$ cat config.mk
export PLATFORM = sky130hd
export DESIGN_NAME = gmt_regs
export DESIGN_NICKNAME = d
export VERILOG_FILES = /design/src/hw/rtl/gmt_pkg.sv /design/src/hw/rtl/gmt_regs.sv
export SDC_FILE = /design/constraint.sdc
export NUM_CORES = 1
export LEC_CHECK = 0
export BUFFER_PORTS_ARGS = -buffer_cell sky130_fd_sc_hd__buf_2
export CAP_MARGIN = 10
export CORE_MARGIN = 1.5
export CORE_UTILIZATION = 42
export CTS_CLUSTER_SIZE = 14
export DETAILED_ROUTE_END_ITERATION = 8
export PLACE_DENSITY_LB_ADDON = 0.25
export SYNTH_ARGS = -nofsm -noshare
export SYNTH_HDL_FRONTEND = slang
export SYNTH_SLANG_ARGS = --single-unit
$ cat constraint.sdc
create_clock -name i_clk -period 1.5 [get_ports i_clk]
set_input_delay 0.075 -clock i_clk [delete_from_list [all_inputs] [get_ports i_clk]]
set_output_delay 0.075 -clock i_clk [all_outputs]
set_load 0.03 [all_outputs]
$ cat src/hw/rtl/gmt_pkg.sv
// gmt_pkg: shared sizes, codes and types of the grid mesh triangulator
// used by every module under hw/rtl; no dependencies
package gmt_pkg;

    localparam int MAX_HEIGHT = 2048;
    localparam int MAX_WIDTH  = 2048;

    localparam int NUM_W  = 23;
    localparam int CFG_W  = 12;
    localparam int ROW_W  = $clog2(MAX_HEIGHT);
    localparam int COL_W  = $clog2(MAX_WIDTH);
    localparam int HSZ_W  = ROW_W + 1;
    localparam int WSZ_W  = COL_W + 1;
    localparam int ADDR_W = 3;
    localparam int DATA_W = 32;

    typedef enum logic [0:0] {
        REG_GRID_WIDTH  = 1'b0,
        REG_GRID_HEIGHT = 1'b1
    } t_reg_idx;

    typedef enum logic [0:0] {
        KIND_VERTEX = 1'b0,
        KIND_FACE   = 1'b1
    } t_kind;

    typedef struct packed {
        logic [CFG_W-1:0] width;
        logic [CFG_W-1:0] height;
    } t_cfg;

    // pixel after numbering, together with its buffer read data
    typedef struct packed {
        logic             valid;
        logic [NUM_W-1:0] num;
        logic [NUM_W-1:0] prev;
        logic             col_ok;
        logic             up_ok;
        logic [NUM_W-1:0] left;
        logic [NUM_W-1:0] up;
    } t_cell;

endpackage

$ cat src/hw/rtl/gmt_regs.sv
// gmt_regs: configuration register file behind the apb-style port
// depends on gmt_pkg
module gmt_regs (
    input  logic                         i_clk,
    input  logic                         i_rst_n,
    input  logic                         psel,
    input  logic                         penable,
    input  logic                         pwrite,
    input  logic [gmt_pkg::ADDR_W-1:0]   paddr,
    input  logic [gmt_pkg::DATA_W-1:0]   pwdata,
    output logic [gmt_pkg::DATA_W-1:0]   prdata,
    output logic                         pready,
    output gmt_pkg::t_cfg                o_cfg
);

    gmt_pkg::t_cfg    r_cfg;
    gmt_pkg::t_reg_idx w_idx;
    logic             w_wr;

    assign pready = 1'b1;
    assign w_idx  = gmt_pkg::t_reg_idx'(paddr[2]);
    assign w_wr   = psel & penable & pwrite & pready;

    always_ff @(posedge i_clk) begin
        if (!i_rst_n) begin
            r_cfg.width  <= gmt_pkg::CFG_W'(640);
            r_cfg.height <= gmt_pkg::CFG_W'(480);
        end else if (w_wr) begin
            case (w_idx)
                gmt_pkg::REG_GRID_WIDTH:  r_cfg.width  <= pwdata[gmt_pkg::CFG_W-1:0];
                gmt_pkg::REG_GRID_HEIGHT: r_cfg.height <= pwdata[gmt_pkg::CFG_W-1:0];
                default: ;
            endcase
        end
    end

    always_comb begin
        case (w_idx)
            gmt_pkg::REG_GRID_WIDTH:
                prdata = gmt_pkg::DATA_W'(r_cfg.width);
            gmt_pkg::REG_GRID_HEIGHT:
                prdata = gmt_pkg::DATA_W'(r_cfg.height);
            default:
                prdata = '0;
        endcase
    end

    assign o_cfg = r_cfg;

endmodule

==> metrics.log <==
[metrics] setup skew after layout: 0 ns
[metrics] post-route minimum period: 1.17 ns
[metrics] Seq/Total Area, Yosys: 38.0%
[metrics] complex-gate fraction of the synthesized area: 0%
[metrics] final number of hold-violating endpoints: 0
[metrics] fraction of synthesized area in multiplexers: 29.7%
[metrics] initial standard-cell utilization of the core: 45.1%
[metrics] met3 layer usage reported by global route: 2.68%
[metrics] Die Span X: 57.9 microns
[metrics] total setup violations reported at the end of the flow: 0
[metrics] sort of element at the end of the critical path: output port
[metrics] met2 global-route usage: 27.3%
[metrics] clk_lat worst skew: 0.31 ns
[metrics] type of the worst setup path: reg2out
[metrics] wire length of the first global-routing pass: 3880 microns
[metrics] sum of internal, switching and leakage power: 1.26 mW
[metrics] setup slack after layout: 0.327 ns
[metrics] total clock buffers created by CTS: 3
[metrics] register-to-register path setup slack: 0.84 ns
[metrics] global-route congestion overflow total: 0
[metrics] gr busiest metal: met2
[metrics] number of vias in the routed layout: 1000
[metrics] simple-gate share of the synthesized area: 16.0%
[metrics] Worst setup SP type: register
[metrics] final clock period utilization by the worst path: 78.2%
[metrics] largest vdd supply drop: 382 uV
[metrics] Final Util: 53.6%
[metrics] Final Net Count: 225
[metrics] share of post-route cells with drive strength above 1: 38.6%
[metrics] all-layer global routing usage: 14.9%
[metrics] Resized cells post-CTS: 0
[metrics] setup repair after global routing missed its margin: false
[metrics] mean post-synth cell area: 9.44 sq um
[metrics] Clock Root Buffer: sky130_fd_sc_hd__clkbuf_4
[metrics] violated checks: design-rule violations
[metrics] clock slew at the register clock pins of the worst setup and hold paths: 0.13 ns
[metrics] Vert. Die Dim: 57.9 microns
[metrics] routed wire length: 2520 microns
[metrics] Yosys warning total: 0
[metrics] clock tree from TritonCTS: built
[metrics] CP arrival: 1.10 ns
[metrics] initial antenna violation count: 0
[metrics] critical path required time: 1.42 ns
[metrics] count of H-tree levels built during CTS: 1
[metrics] number of register bits inferred by synthesis: 24
[metrics] count of buffers from port buffering: 53
[metrics] number of antenna cells inserted: 0
[metrics] final antenna-violating net count: 0
[metrics] num rows: 19
[metrics] met1 capacity usage during global routing: 17.5%
[metrics] Final Slew Violations: 0
[metrics] sinks on the clock net: 24
[metrics] setup TNS after final layout: 0 ns
[metrics] Leak Pwr: 0.752 nW
[metrics] post-route cell area: 1500 sq um
[metrics] vias in the first global route: 901
[metrics] largest family of logic cells by synthesized area: multiplexers
[metrics] routed wirelength normalized by instance count: 11.7 microns
[metrics] placeable core region: 2810 sq um
[metrics] post-DR vias/cell: 4.65
[metrics] top achievable clock speed: 852 MHz
[metrics] total standard cell area after synthesis: 1260 sq um
[metrics] DPL Wire Length: 1920 microns
[metrics] number of remaining DRC errors: 8
[metrics] Largest register FFs: 24
[metrics] largest net degree at the start of global routing: 26
[metrics] Filler Cells Inserted: 289
[metrics] XOR/XNOR share of the synthesized area: 0%
[metrics] count of boundary I/O pins: 97
[metrics] number of DRC markers after the initial detailed-route iteration: 41
[metrics] buffers from clock root to sink, at most: 2
[metrics] dpl cell area: 1460 sq um
[metrics] total power density per cell area: 838 nW/um^2
[metrics] unique cell type count in the Yosys netlist: 13
[metrics] RD Place Congestion: 0.696
[metrics] Syn Inst Count: 134
[metrics] result of the run: finished with violations
[metrics] Max-Cap Viols: 0
[metrics] synth-to-layout area growth: 18.8%
[metrics] adder-cell share of the synthesized area: 0%
[metrics] setup slack after placement: 0.273 ns
[metrics] area enclosed by the die boundary: 3350 sq um
[metrics] path category of the worst min-delay check: in2reg
[metrics] detailed-router iteration count before antenna repair: 6
[metrics] highest fanout seen on the critical path: 3
cell type report:
type                            count  area [sq um]  share of cell area, %
Tap cell                           31          38.8                   2.58
Multi-Input combinational cell    100           657                   43.7
Timing Repair Buffer               56           290                   19.3
Clock buffer                        4          36.3                   2.41
Sequential cell                    24           480                   32.0
per-layer routing:
layer  wire (microns)  vias up
met1             1060      463
li1                 -      502
met2             1290       35
met3              172        0
met5                0        -
met4                0        0
critical path, cell delays in order, from the launching register on:
cell	delay [ns]
sky130_fd_sc_hd__dfxtp_1	0.36
sky130_fd_sc_hd__mux2_2	0.26
sky130_fd_sc_hd__buf_2	0.17
timing repair:
item	CTS	global route
endpoints found under the hold margin	0	1
endpoints found under the setup margin	0	0
setup buffers	0	0
hold buffers	0	1
worst paths after layout:
| check | startpoint | endpoint | cells after the start |
|---|---|---|---|
| max reg2reg | o_cfg[7] | o_cfg[7] | 2 |
| max | o_cfg[16] | prdata[4] | 2 |
| min | pwdata[6] | o_cfg[18] | 3 |
| min reg2reg | o_cfg[15] | o_cfg[15] | 2 |
metrics by stage:
step,cells,hold WS (ns)
4_1_cts,214,0.00197
6_report,215,0.0178
3_3_place_gp,210,0.337
5_1_grt,215,0.00112
3_5_place_dp,210,0.351
2_1_floorplan,153,0.217
cells in the final DEF (no fill, tap or decap):
master and count:
sky130_fd_sc_hd__buf_4 2, sky130_fd_sc_hd__and4b_1 1, sky130_fd_sc_hd__and4_1 1, sky130_fd_sc_hd__buf_2 53, sky130_fd_sc_hd__clkbuf_8 1, sky130_fd_sc_hd__nand4_1 1
sky130_fd_sc_hd__dfxtp_1 24, sky130_fd_sc_hd__clkbuf_4 3, sky130_fd_sc_hd__nor2b_1 11, sky130_fd_sc_hd__mux2i_1 24, sky130_fd_sc_hd__nand2_1 29, sky130_fd_sc_hd__dlygate4sd3_1 1
sky130_fd_sc_hd__mux2_2 12, sky130_fd_sc_hd__conb_1 21
power by group:
part / switching (mW) / internal (mW) / total [mW]
clock: 0.189 / 0.148 / 0.337
combinational: 0.188 / 0.0743 / 0.262
sequential: 0.00942 / 0.652 / 0.661
total: 0.386 / 0.874 / 1.26
Yosys cell counts:
cell type,instances,share of area [%]
sky130_fd_sc_hd__conb_1,2,0.59
sky130_fd_sc_hd__mux2i_1,24,19
sky130_fd_sc_hd__and4b_1,1,0.79
sky130_fd_sc_hd__nand4_1,1,0.49
sky130_fd_sc_hd__mux2_2,12,11
sky130_fd_sc_hd__nor2b_1,11,5.4
sky130_fd_sc_hd__buf_4,21,12
sky130_fd_sc_hd__dfxtp_1,24,38
sky130_fd_sc_hd__clkbuf_1,4,1.2
sky130_fd_sc_hd__and4_1,1,0.69
sky130_fd_sc_hd__buf_2,3,1.2
sky130_fd_sc_hd__buf_6,1,0.89
sky130_fd_sc_hd__nand2_1,29,8.6
kinds of logic after synthesis:
logic type | Yosys count
other | 2
DFF | 24
and+or+nand+nor | 43
muxes | 36
buffers and inverters | 29
Note: power is estimated with default switching activity, not from simulation.
