<file path="src/hw/rtl/gmt_pkg.sv">
// gmt_pkg: shared sizes, codes and types of the grid mesh triangulator
// used by every module under hw/rtl; no dependencies
package gmt_pkg;

    localparam int MAX_HEIGHT = 2048;
    localparam int MAX_WIDTH  = 2048;

    localparam int NUM_W  = 23;
    localparam int CFG_W  = 12;
    localparam int ROW_W  = $clog2(MAX_HEIGHT);
    localparam int COL_W  = $clog2(MAX_WIDTH);
    localparam int HSZ_W  = ROW_W + 1;
    localparam int WSZ_W  = COL_W + 1;
    localparam int ADDR_W = 3;
    localparam int DATA_W = 32;

    typedef enum logic [0:0] {
        REG_GRID_WIDTH  = 1'b0,
        REG_GRID_HEIGHT = 1'b1
    } t_reg_idx;

    typedef enum logic [0:0] {
        KIND_VERTEX = 1'b0,
        KIND_FACE   = 1'b1
    } t_kind;

    typedef struct packed {
        logic [CFG_W-1:0] width;
        logic [CFG_W-1:0] height;
    } t_cfg;

    // pixel after numbering, together with its buffer read data
    typedef struct packed {
        logic             valid;
        logic [NUM_W-1:0] num;
        logic [NUM_W-1:0] prev;
        logic             col_ok;
        logic             up_ok;
        logic [NUM_W-1:0] left;
        logic [NUM_W-1:0] up;
    } t_cell;

endpackage

</file>
<file path="src/hw/rtl/gmt_emitter.sv">
// gmt_emitter: face tests and serialising of up to three records per pixel
// depends on gmt_pkg; takes cells from gmt_numbering
module gmt_emitter (
    input  logic                       i_clk,
    input  logic                       i_rst_n,
    input  gmt_pkg::t_cell             i_cell,
    output logic                       o_advance,
    output logic                       o_valid,
    input  logic                       i_stall,
    output logic                       o_record_kind,
    output logic [gmt_pkg::NUM_W-1:0]  o_first_index,
    output logic [gmt_pkg::NUM_W-1:0]  o_second_index,
    output logic [gmt_pkg::NUM_W-1:0]  o_third_index,
    output logic                       o_last_of_run
);

    // pending bits: vertex, face a, face b
    logic [2:0]                r_pend, n_pend;
    logic [gmt_pkg::NUM_W-1:0] r_num, r_left, r_up, r_prev;

    logic                      r_out_valid;
    logic                      r_out_kind;
    logic [gmt_pkg::NUM_W-1:0] r_out_a, r_out_b, r_out_c;
    logic                      r_out_last;

    logic                      w_out_load;
    logic                      w_emit;
    logic [2:0]                w_rest;
    logic                      w_kind;
    logic [gmt_pkg::NUM_W-1:0] w_a, w_b, w_c;
    logic [2:0]                w_new_pend;
    logic                      w_vtx, w_fa, w_fb;
    logic [gmt_pkg::NUM_W-1:0] w_up;

    assign w_out_load = ~r_out_valid | ~i_stall;
    assign w_emit     = (r_pend != '0) & w_out_load;

    always_comb begin
        w_rest = r_pend;
        w_kind = gmt_pkg::KIND_VERTEX;
        w_a    = r_num;
        w_b    = '0;
        w_c    = '0;
        if (r_pend[0]) begin
            w_rest[0] = 1'b0;
        end else if (r_pend[1]) begin
            w_rest[1] = 1'b0;
            w_kind    = gmt_pkg::KIND_FACE;
            w_a       = r_left;
            w_b       = r_num;
            w_c       = r_up;
        end else begin
            w_rest[2] = 1'b0;
            w_kind    = gmt_pkg::KIND_FACE;
            w_a       = r_left;
            w_b       = r_prev;
            w_c       = r_num;
        end
    end

    assign o_advance = i_cell.valid & ((r_pend == '0) | (w_emit & (w_rest == '0)));

    assign w_up  = i_cell.up_ok ? i_cell.up : '0;
    assign w_vtx = (i_cell.num != '0);
    assign w_fa  = w_vtx & i_cell.col_ok & (i_cell.left != '0) & (w_up != '0);
    assign w_fb  = w_vtx & i_cell.col_ok & (i_cell.left != '0) & (i_cell.prev != '0);
    assign w_new_pend = {w_fb, w_fa, w_vtx};

    always_comb begin
        n_pend = r_pend;
        if (w_emit) begin
            n_pend = w_rest;
        end
        if (o_advance) begin
            n_pend = w_new_pend;
        end
    end

    always_ff @(posedge i_clk) begin
        if (!i_rst_n) begin
            r_pend      <= '0;
            r_out_valid <= 1'b0;
        end else begin
            r_pend <= n_pend;
            if (w_out_load) begin
                r_out_valid <= w_emit;
            end
        end
    end

    always_ff @(posedge i_clk) begin
        if (o_advance) begin
            r_num  <= i_cell.num;
            r_left <= i_cell.left;
            r_up   <= w_up;
            r_prev <= i_cell.prev;
        end
        if (w_emit) begin
            r_out_kind <= w_kind;
            r_out_a    <= w_a;
            r_out_b    <= w_b;
            r_out_c    <= w_c;
            r_out_last <= (w_rest == '0);
        end
    end

    assign o_valid        = r_out_valid;
    assign o_record_kind  = r_out_kind;
    assign o_first_index  = r_out_a;
    assign o_second_index = r_out_b;
    assign o_third_index  = r_out_c;
    assign o_last_of_run  = r_out_last;

endmodule

</file>
<file path="config.mk">
export PLATFORM = sky130hd
export DESIGN_NAME = gmt_emitter
export DESIGN_NICKNAME = d
export VERILOG_FILES = /design/src/hw/rtl/gmt_pkg.sv /design/src/hw/rtl/gmt_emitter.sv
export SDC_FILE = /design/constraint.sdc
export NUM_CORES = 1
export LEC_CHECK = 0
export BUFFER_PORTS_ARGS = -buffer_cell sky130_fd_sc_hd__buf_2
export CAP_MARGIN = 40
export CORE_MARGIN = 4
export CORE_UTILIZATION = 25
export CTS_BUF_LIST = sky130_fd_sc_hd__clkbuf_4 sky130_fd_sc_hd__clkbuf_8 sky130_fd_sc_hd__clkbuf_16
export DETAILED_ROUTE_END_ITERATION = 12
export GPL_ROUTABILITY_DRIVEN = 0
export GPL_TIMING_DRIVEN = 0
export SETUP_SLACK_MARGIN = 0.3
export SLEW_MARGIN = 20
export SYNTH_ARGS = -nofsm -noshare
export SYNTH_HDL_FRONTEND = slang
export SYNTH_SLANG_ARGS = --single-unit
</file>
<file path="constraint.sdc">
create_clock -name i_clk -period 13 [get_ports i_clk]
set_clock_uncertainty 0.1 [all_clocks]
set_input_delay 1.3 -clock i_clk [delete_from_list [all_inputs] [get_ports i_clk]]
set_output_delay 1.3 -clock i_clk [all_outputs]
set_load 0.01 [all_outputs]
</file>
==> flow_summary.json, run 1 <==
{
  "cp_max_fo": 35,
  "fmax_mhz": 251,
  "clockBufferDepth": 2,
  "cpMostUsedCell": "buf_2",
  "dieArea_um2": 28400,
  "h-tree-depth": 4,
  "core_um2": 25300,
  "crit_buf_inv": 3,
  "crit_arrival_ns": 2.58,
  "cts_buffers": 17,
  "setup.worst_path.start_class": "primary input",
  "chipHeight_um": 169,
  "power.leakage_nw": 3.13,
  "wl_mm": 18.3,
  "path_clk_slew_ns": 0.07,
  "drc": 0,
  "cp_top_family": "compound AO/OA/AOI/OAI gates",
  "synth.yosys.seq_area_share_pct": 77.1,
  "grt.total_usage_pct": 12.9,
  "r2r_end": "r_pend[2]$_SDFFE_PN0P_",
  "ant_nets": 0,
  "die_x_um": 169,
  "layout_setup_ws_ns": 9.02,
  "synthCells": 377,
  "finalInstanceArea_um2": 8490,
  "cts_setup_buffers": 0,
  "cpPeakStageDelay_ns": 0.37,
  "r2r-start": "r_pend[0]$_SDFFE_PN0P_",
  "mostFrequentLayoutCells": "buf_2, edfxtp_1, nor2_1",
  "hold_class": "flop to flop",
  "rsz0062_at_grt": "false",
  "io_pins": 171,
  "start_util_pct": 25.5,
  "worst_setup_path_end_kind": "output pin",
  "cts_sinks": 167,
  "slew_headroom_pct": 38.5,
  "worst_pin_slew_ns": 0.914,
  "fin_crit_sh_pct": 30.6,
  "hold_depth": 1,
  "layout_commonest_cell": "buf_2",
  "holdCritStartpoint": "r_left[19]$_DFFE_PP_",
  "dr_wl_met2_mm": 9.14,
  "drive_above_1_share_pct": 41.2,
  "ys_seq_elements": 167,
  "yosysWarnings": 0,
  "slew_violations": 0,
  "wl_per_cell_um": 20.0,
  "cts_resized": 0,
  "path_cells": "buf_2, a221oi_1, o21a_4, buf_12, buf_2",
  "cts_tree": "done",
  "final.setup.tns_ns": 0,
  "reg2reg_depth": 7,
  "io_buffers": 169,
  "grt_pass1_vias": 4114,
  "root_buffer": "clkbuf_16",
  "period_needed_ns": 3.98,
  "via_count": 3939,
  "min_to": "o_first_index[19]$_DFFE_PP_",
  "crit_slowest_cell": "o21a_4",
  "fill_cells": 2499,
  "syn-num-nets": 475,
  "diodes": 0,
  "dp_hpwl_mm": 13.8,
  "hold_violations": 0,
  "grt_max_degree": 45,
  "grt_antenna_before_repair": 3,
  "status": "completed",
  "row_count": 58,
  "setup_viol": 0,
  "syn_avg_cell_area_um2": 17.1,
  "clock_latency_ns": 0.42,
  "highest_layer": "met5",
  "max-cap-violations": 0,
  "power_density_nw_per_um2": 162,
  "ir_drop_mv": 0.0579,
  "final_nets": 668,
  "area_delta_synth_final_pct": 31.7,
  "critical_path_class": "primary input to output pin",
  "required_ns": 11.60,
  "drt-met1-wl_mm": 7.84,
  "vias_per_cell": 4.31,
  "post_dp_cell_area_um2": 7840,
  "ys_types": 29,
  "ff2ff_setup_slack_ns": 10.63,
  "multi_input_area_um2": 1400,
  "wl_met3_um": 915,
  "drtIter0Drc": 257,
  "grt_pass1_wl_mm": 26.2,
  "grt_remaining_overflow": 0,
  "mappedNetlistArea_um2": 6450,
  "hold_slack_ns": 0.442,
  "dp_slack_ns": 9.01,
  "drtPass1Iterations": 4,
  "seqCellArea_um2": 4970,
  "hold_buffers": 0
}
==> report_power, final <==
part / internal [mW] / switching [mW]
clock network: 0.343 / 0.218
logic: 0.0592 / 0.0850
registers: 0.652 / 0.0176
total: 1.05 / 0.321
==> flip-flops by register name, summed over array words and instances (netlist names) <==
| signal | flops |
|---|---|
| o_first_index | 23 |
| r_pend | 3 |
| o_second_index | 23 |
| r_prev | 23 |
| r_left | 23 |
| r_up | 23 |
| o_valid | 1 |
| o_last_of_run | 1 |
| r_num | 23 |
| o_record_kind | 1 |
| o_third_index | 23 |
==> final cells by class <==
type                    instances  share of cell area [%]
flip-flops and latches        167                    58.6
inverters                       1                  0.0442
plain buffers                  18                    1.02
clock inverters                15                    2.65
well taps                     330                    4.86
multi-input cells             191                    16.5
repair buffers                174                    11.4
clock buffers                  17                    5.01
==> worst reg2reg max path: cells and delay by family, from the launching register on <==
family                 cells  cell delay, ns
AO/OA/AOI/OAI              4            1.19
flip-flops                 1            0.31
buffers and inverters      3            0.68
==> how the worst max path moves through the flow <==
| stage | from | endpoint | slack [ns] | cells after the start |
|---|---|---|---|---|
| global placement | i_stall | o_second_index[18]$_SDFFCE_PP0P_ | 6.00 | 3 |
| detailed placement | i_stall | o_advance | 9.01 | 5 |
| CTS | i_stall | o_advance | 9.01 | 5 |
| global route | i_stall | o_advance | 8.91 | 5 |
| floorplan | i_stall | o_first_index[0]$_DFFE_PP_ | 7.94 | 2 |
| finish | i_stall | o_advance | 9.02 | 5 |
==> cells in the mapped netlist <==
library cell | count | share of area (%)
dfxtp_1 | 4 | 1.2
nor3_4 | 1 | 0.25
o311ai_0 | 1 | 0.14
o211ai_1 | 1 | 0.12
o2111ai_1 | 1 | 0.14
o31ai_1 | 2 | 0.23
nand4_1 | 4 | 0.39
nor4_1 | 16 | 1.6
and2_1 | 24 | 2.3
nor2_1 | 48 | 2.8
a21boi_0 | 2 | 0.23
mux2_1 | 1 | 0.17
nand2_1 | 6 | 0.35
o41ai_1 | 4 | 0.54
inv_1 | 1 | 0.058
a21oi_1 | 2 | 0.16
mux2_2 | 23 | 4.0
o21a_2 | 1 | 0.14
a221oi_1 | 1 | 0.14
buf_1 | 4 | 0.23
nor3_1 | 4 | 0.31
mux2i_1 | 46 | 7.1
a311oi_1 | 1 | 0.14
clkbuf_1 | 4 | 0.23
buf_2 | 9 | 0.70
o21a_1 | 1 | 0.12
edfxtp_1 | 163 | 76
o21ai_1 | 1 | 0.078
buf_6 | 1 | 0.17
==> kinds of logic (layout without fill, tap and decap cells) <==
group / count (synthesis) / in the layout / synth area share [%]
flops: 167 / 167 / 77.1
mux: 70 / 70 / 11.3
simple gates: 103 / 103 / 7.97
compound gates: 18 / 18 / 2.15
buf+inv: 19 / 225 / 1.40
==> per-layer routing <==
| metal | global-route usage, % | up-vias |
|---|---|---|
| met1 | 16.2 | 1938 |
| met4 | 4.94 | 6 |
| met2 | 21.6 | 123 |
| met5 | 0 | - |
| met3 | 3.06 | 24 |
| li1 | - | 1848 |
==> stage by stage <==
step	total power, mW	instances	utilization [%]
4_1_cts	1.40	913	33.6
5_1_grt	1.43	913	33.6
3_3_place_gp	0.821	876	30.5
2_1_floorplan	0.747	377	-
6_report	1.37	913	33.6
3_5_place_dp	0.830	881	31.1
No activity file was read; power rests on OpenSTA's default activity.
==> run 2, diff against run 1 <==
clock period = 4.2 ns   (was 13 ns; I/O delays follow)
==> flow_summary.json, run 2 (synthesis results as in run 1) <==
{
  "use_met1_pct": 16.2,
  "h-tree-depth": 4,
  "critical_path_class": "flop to output pin",
  "via_count": 3954,
  "endpoint": "o_advance",
  "drtIter0Drc": 246,
  "die_x_um": 169,
  "start_util_pct": 25.5,
  "ff2ff_setup_slack_ns": 1.83,
  "area_delta_synth_final_pct": 30.3,
  "max-cap-violations": 0,
  "wl_per_cell_um": 20.0,
  "grt_pass1_wl_mm": 26.0,
  "path_clk_slew_ns": 0.07,
  "slew_headroom_pct": 41.1,
  "setup_viol": 0,
  "core_um2": 25300,
  "cts_sinks": 167,
  "grt_max_degree": 50,
  "period_needed_ns": 2.64,
  "ir_drop_mv": 0.198,
  "final_nets": 667,
  "fill_cells": 2541,
  "hold_buffers": 0,
  "cts_resized": 0,
  "worst_pin_slew_ns": 0.875,
  "power_density_nw_per_um2": 482,
  "r2r-start": "r_pend[0]$_SDFFE_PN0P_",
  "chipHeight_um": 169,
  "rsz0062_at_grt": "false",
  "use_met2_pct": 20.3,
  "status": "completed",
  "cts_buffers": 17,
  "ant_nets": 0,
  "cts_setup_buffers": 0,
  "wl_mm": 18.3,
  "hold_class": "primary input to flop",
  "grt.total_usage_pct": 12.8,
  "drc": 0,
  "reg2reg_depth": 6,
  "path_cells": "buf_6, a221oi_1, o21a_4, buf_2",
  "power.leakage_nw": 3.09,
  "r2r_end": "r_pend[2]$_SDFFE_PN0P_",
  "grt_util_met3_pct": 3.60,
  "mostFrequentLayoutCells": "buf_2, edfxtp_1, nor2_1",
  "busiest_layer": "met2",
  "grt_antenna_before_repair": 4,
  "crit_arrival_ns": 2.12,
  "grt_pass1_vias": 4139,
  "io_buffers": 169,
  "crit_slowest_cell": "o21a_4",
  "dp_hpwl_mm": 13.6,
  "fin_crit_sh_pct": 62.9,
  "crit_path_start": "r_pend[0]$_SDFFE_PN0P_",
  "drtPass1Iterations": 5,
  "grt_remaining_overflow": 0,
  "io_pins": 171,
  "post-route-util_pct": 33.3,
  "drive_above_1_share_pct": 41.4,
  "setup.worst_path.start_class": "flop",
  "cpPeakStageDelay_ns": 0.63,
  "root_buffer": "clkbuf_16",
  "clockBufferDepth": 2,
  "final.setup.tns_ns": 0,
  "vias_per_cell": 4.33,
  "total_power_mw": 4.05,
  "fmax_mhz": 378,
  "layout_commonest_cell": "buf_2",
  "cts_tree": "done",
  "cp_max_fo": 46,
  "slew_violations": 0,
  "required_ns": 3.68,
  "hold_violations": 0,
  "worst_setup_path_end_kind": "output pin",
  "dieArea_um2": 28400,
  "row_count": 58,
  "clock_latency_ns": 0.42
}
run 2: cell types whose count changed in the layout (fill, tap and decap cells not counted), sizes merged:
| cell | delta |
|---|---|
| inv | +2 |
| clkinvlp | +2 |
| buf | -1 |
| bufinv | -4 |
| diode | +2 |
run 2: cell type report:
cell class	instances	area (µm²)	share of cell area [%]
flip-flops and latches	167	4970	59.2
repair buffers	173	956	11.4
clock inverters	15	144	1.71
multi-input cells	191	1400	16.6
plain buffers	18	86.3	1.03
clock buffers	17	425	5.06
inverters	1	3.75	0.0447
well taps	330	413	4.91
diodes	2	5.00	0.0595
run 2: metrics by stage:
step | cell area [µm²] | std cells | hold slack [ns] | setup WS, ns
final | 8410 | 914 | 0.0826 | 1.56
after global routing | 8400 | 913 | 0.0567 | 1.42
after CTS | 8400 | 912 | 0.0608 | 1.49
after detailed placement | 7830 | 880 | 0.428 | 1.67
after global placement | 7710 | 876 | 0.403 | 0.00769
after floorplan | 6450 | 377 | 0.419 | 1.20
run 2: worst min-delay path by stage:
stage | start | to | slack (ns) | cells past startpoint
6_report | i_cell[74] | r_num[3]$_DFFE_PP_ | 0.08 | 1
5_1_grt | i_cell[89] | r_num[18]$_DFFE_PP_ | 0.06 | 1
4_1_cts | i_cell[89] | r_num[18]$_DFFE_PP_ | 0.06 | 1
3_5_place_dp | o_valid$_SDFFE_PN0P_ | o_valid$_SDFFE_PN0P_ | 0.43 | 2
3_3_place_gp | o_valid$_SDFFE_PN0P_ | o_valid$_SDFFE_PN0P_ | 0.40 | 2
2_1_floorplan | i_cell[23] | r_left[0]$_DFFE_PP_ | 0.42 | 0
run 2: per-layer routing:
| metal | up-vias | wire (µm) |
|---|---|---|
| met3 | 39 | 1140 |
| met2 | 135 | 8640 |
| met4 | 6 | 634 |
| met1 | 1929 | 7820 |
| met5 | - | 29 |
| li1 | 1845 | - |
run 2: worst max-delay path, delay by kind of cell (launching register included):
family / cells / cell delay (ns)
buffers and inverters: 2 / 0.38
flip-flops: 1 / 0.31
AO/OA/AOI/OAI: 2 / 0.98
run 2: report_power, final:
part	internal (mW)	switching, mW	leakage [nW]	total (mW)
registers	2.02	0.0543	1.62	2.07
clock network	0.829	0.702	0.273	1.53
logic	0.182	0.263	1.20	0.445
==> run 3, diff against run 2 <==
clock period = 2.6 ns   (was 4.2 ns; I/O delays follow)
==> flow_summary.json, run 3 (synthesis results as in run 1) <==
{
  "drtPass1Iterations": 4,
  "core_um2": 25300,
  "cts_sinks": 167,
  "grt_pass1_wl_mm": 28.4,
  "path_cells": "buf_2, a311oi_4, o21a_4, buf_16, o21ai_1, o31ai_1",
  "clock_latency_ns": 0.42,
  "setup.worst_path.start_class": "flop",
  "setup_viol": 0,
  "die_x_um": 169,
  "start_util_pct": 25.5,
  "drive_above_1_share_pct": 37.6,
  "rsz0062_at_grt": "false",
  "cp_max_fo": 49,
  "hold_class": "primary input to flop",
  "status": "completed",
  "grt_remaining_overflow": 0,
  "h-tree-depth": 4,
  "cp_top_family": "compound AO/OA/AOI/OAI gates",
  "io_pins": 171,
  "ant_nets": 0,
  "dieArea_um2": 28400,
  "wl_per_cell_um": 19.9,
  "dpl.cell_count": 880,
  "reg2reg_depth": 6,
  "post_dp_cell_area_um2": 7830,
  "holdCritStartpoint": "i_cell[0]",
  "worst_pin_slew_ns": 0.917,
  "crit_slowest_cell": "a311oi_4",
  "drtIter0Drc": 256,
  "power.leakage_nw": 3.41,
  "cts_setup_buffers": 0,
  "drc": 0,
  "r2r-start": "r_pend[1]$_SDFFE_PN0P_",
  "clockBufferDepth": 2,
  "fin_cells": 986,
  "vias_per_cell": 4.35,
  "layout_setup_ws_ns": 0.433,
  "finalInstanceArea_um2": 9210,
  "fmax_mhz": 461,
  "via_count": 4291,
  "mostFrequentLayoutCells": "buf_2, edfxtp_1, dlygate4sd3_1",
  "hold_depth": 2,
  "wl_mm": 19.6,
  "r2r_end": "r_pend[1]$_SDFFE_PN0P_",
  "path_clk_slew_ns": 0.07,
  "period_needed_ns": 2.17,
  "grt_max_degree": 50,
  "slew_headroom_pct": 38.3,
  "chipHeight_um": 169,
  "root_buffer": "clkbuf_16",
  "row_count": 58,
  "power_density_nw_per_um2": 740,
  "required_ns": 2.82,
  "worst_setup_path_end_kind": "flop",
  "layout_commonest_cell": "buf_2",
  "hold_violations": 0,
  "critical_path_class": "flop to flop",
  "dp_slack_ns": 0.114,
  "fill_cells": 2441,
  "grt_antenna_before_repair": 4,
  "cts_buffers": 17,
  "final_nets": 739,
  "grt.total_usage_pct": 13.8,
  "crit_arrival_ns": 2.39,
  "crit_buf_inv": 2,
  "max-cap-violations": 0,
  "cts_tree": "done",
  "cpPeakStageDelay_ns": 0.37,
  "grt_pass1_vias": 4575,
  "slew_violations": 0,
  "area_delta_synth_final_pct": 42.8,
  "fin_crit_sh_pct": 83.4,
  "io_buffers": 169,
  "ir_drop_mv": 0.428,
  "min_to": "r_up[0]$_DFFE_PP_",
  "ff2ff_setup_slack_ns": 0.43,
  "dp_hpwl_mm": 13.6
}
## run 3: worst max path at each step
stage / slack [ns] / to / startpoint / cells after the start
finish: 0.43 / r_pend[1]$_SDFFE_PN0P_ / r_pend[1]$_SDFFE_PN0P_ / 6
global route: 0.30 / r_pend[1]$_SDFFE_PN0P_ / r_pend[2]$_SDFFE_PN0P_ / 5
CTS: 0.31 / o_advance / r_pend[1]$_SDFFE_PN0P_ / 4
detailed placement: 0.11 / r_pend[1]$_SDFFE_PN0P_ / r_pend[0]$_SDFFE_PN0P_ / 6
global placement: -0.18 / o_second_index[20]$_SDFFCE_PP0P_ / i_stall / 3
floorplan: 0.39 / r_pend[1]$_SDFFE_PN0P_ / r_pend[0]$_SDFFE_PN0P_ / 5
## run 3: layer usage
layer	share of wire (%)	track usage (%)
met5	0.071	0
met2	50	23.6
met1	42	17.2
met3	5.9	3.69
met4	2.0	4.30
## run 3: power by group
part	internal, mW	switching, mW
Combinational	0.370	0.454
Sequential	3.26	0.0884
Clock	1.54	1.11
## run 3: repair_timing
action	in CTS	in global routing
cloned	2	0
setup endpoints to repair	4	3
hold endpoints to repair	69	0
resized for setup	2	2
hold buffers	69	0
pin swaps	1	1
## run 3: through the flow
step	hold slack [ns]	TNS (ns)	total power, mW	utilization, %
floorplan	0.259	0	3.73	-
CTS	0.00334	0	6.92	36.3
detailed placement	0.355	0	4.14	31.0
global route	0.0128	0	7.13	36.5
global placement	0.353	-12.84	4.09	30.6
finish	0.0292	0	6.82	36.5
## run 3: cell type report
type                       count  area (µm²)  share of cell area [%]
sequential                   167        4970                    54.0
timing repair buffer         243        1660                    18.0
multi-input combinational    193        1450                    15.7
clock buffer                  17         425                    4.62
tap                          330         413                    4.48
clock inverter                15         195                    2.12
buffer                        18        86.3                   0.937
antenna                        2        5.00                  0.0543
inverter                       1        3.75                  0.0407
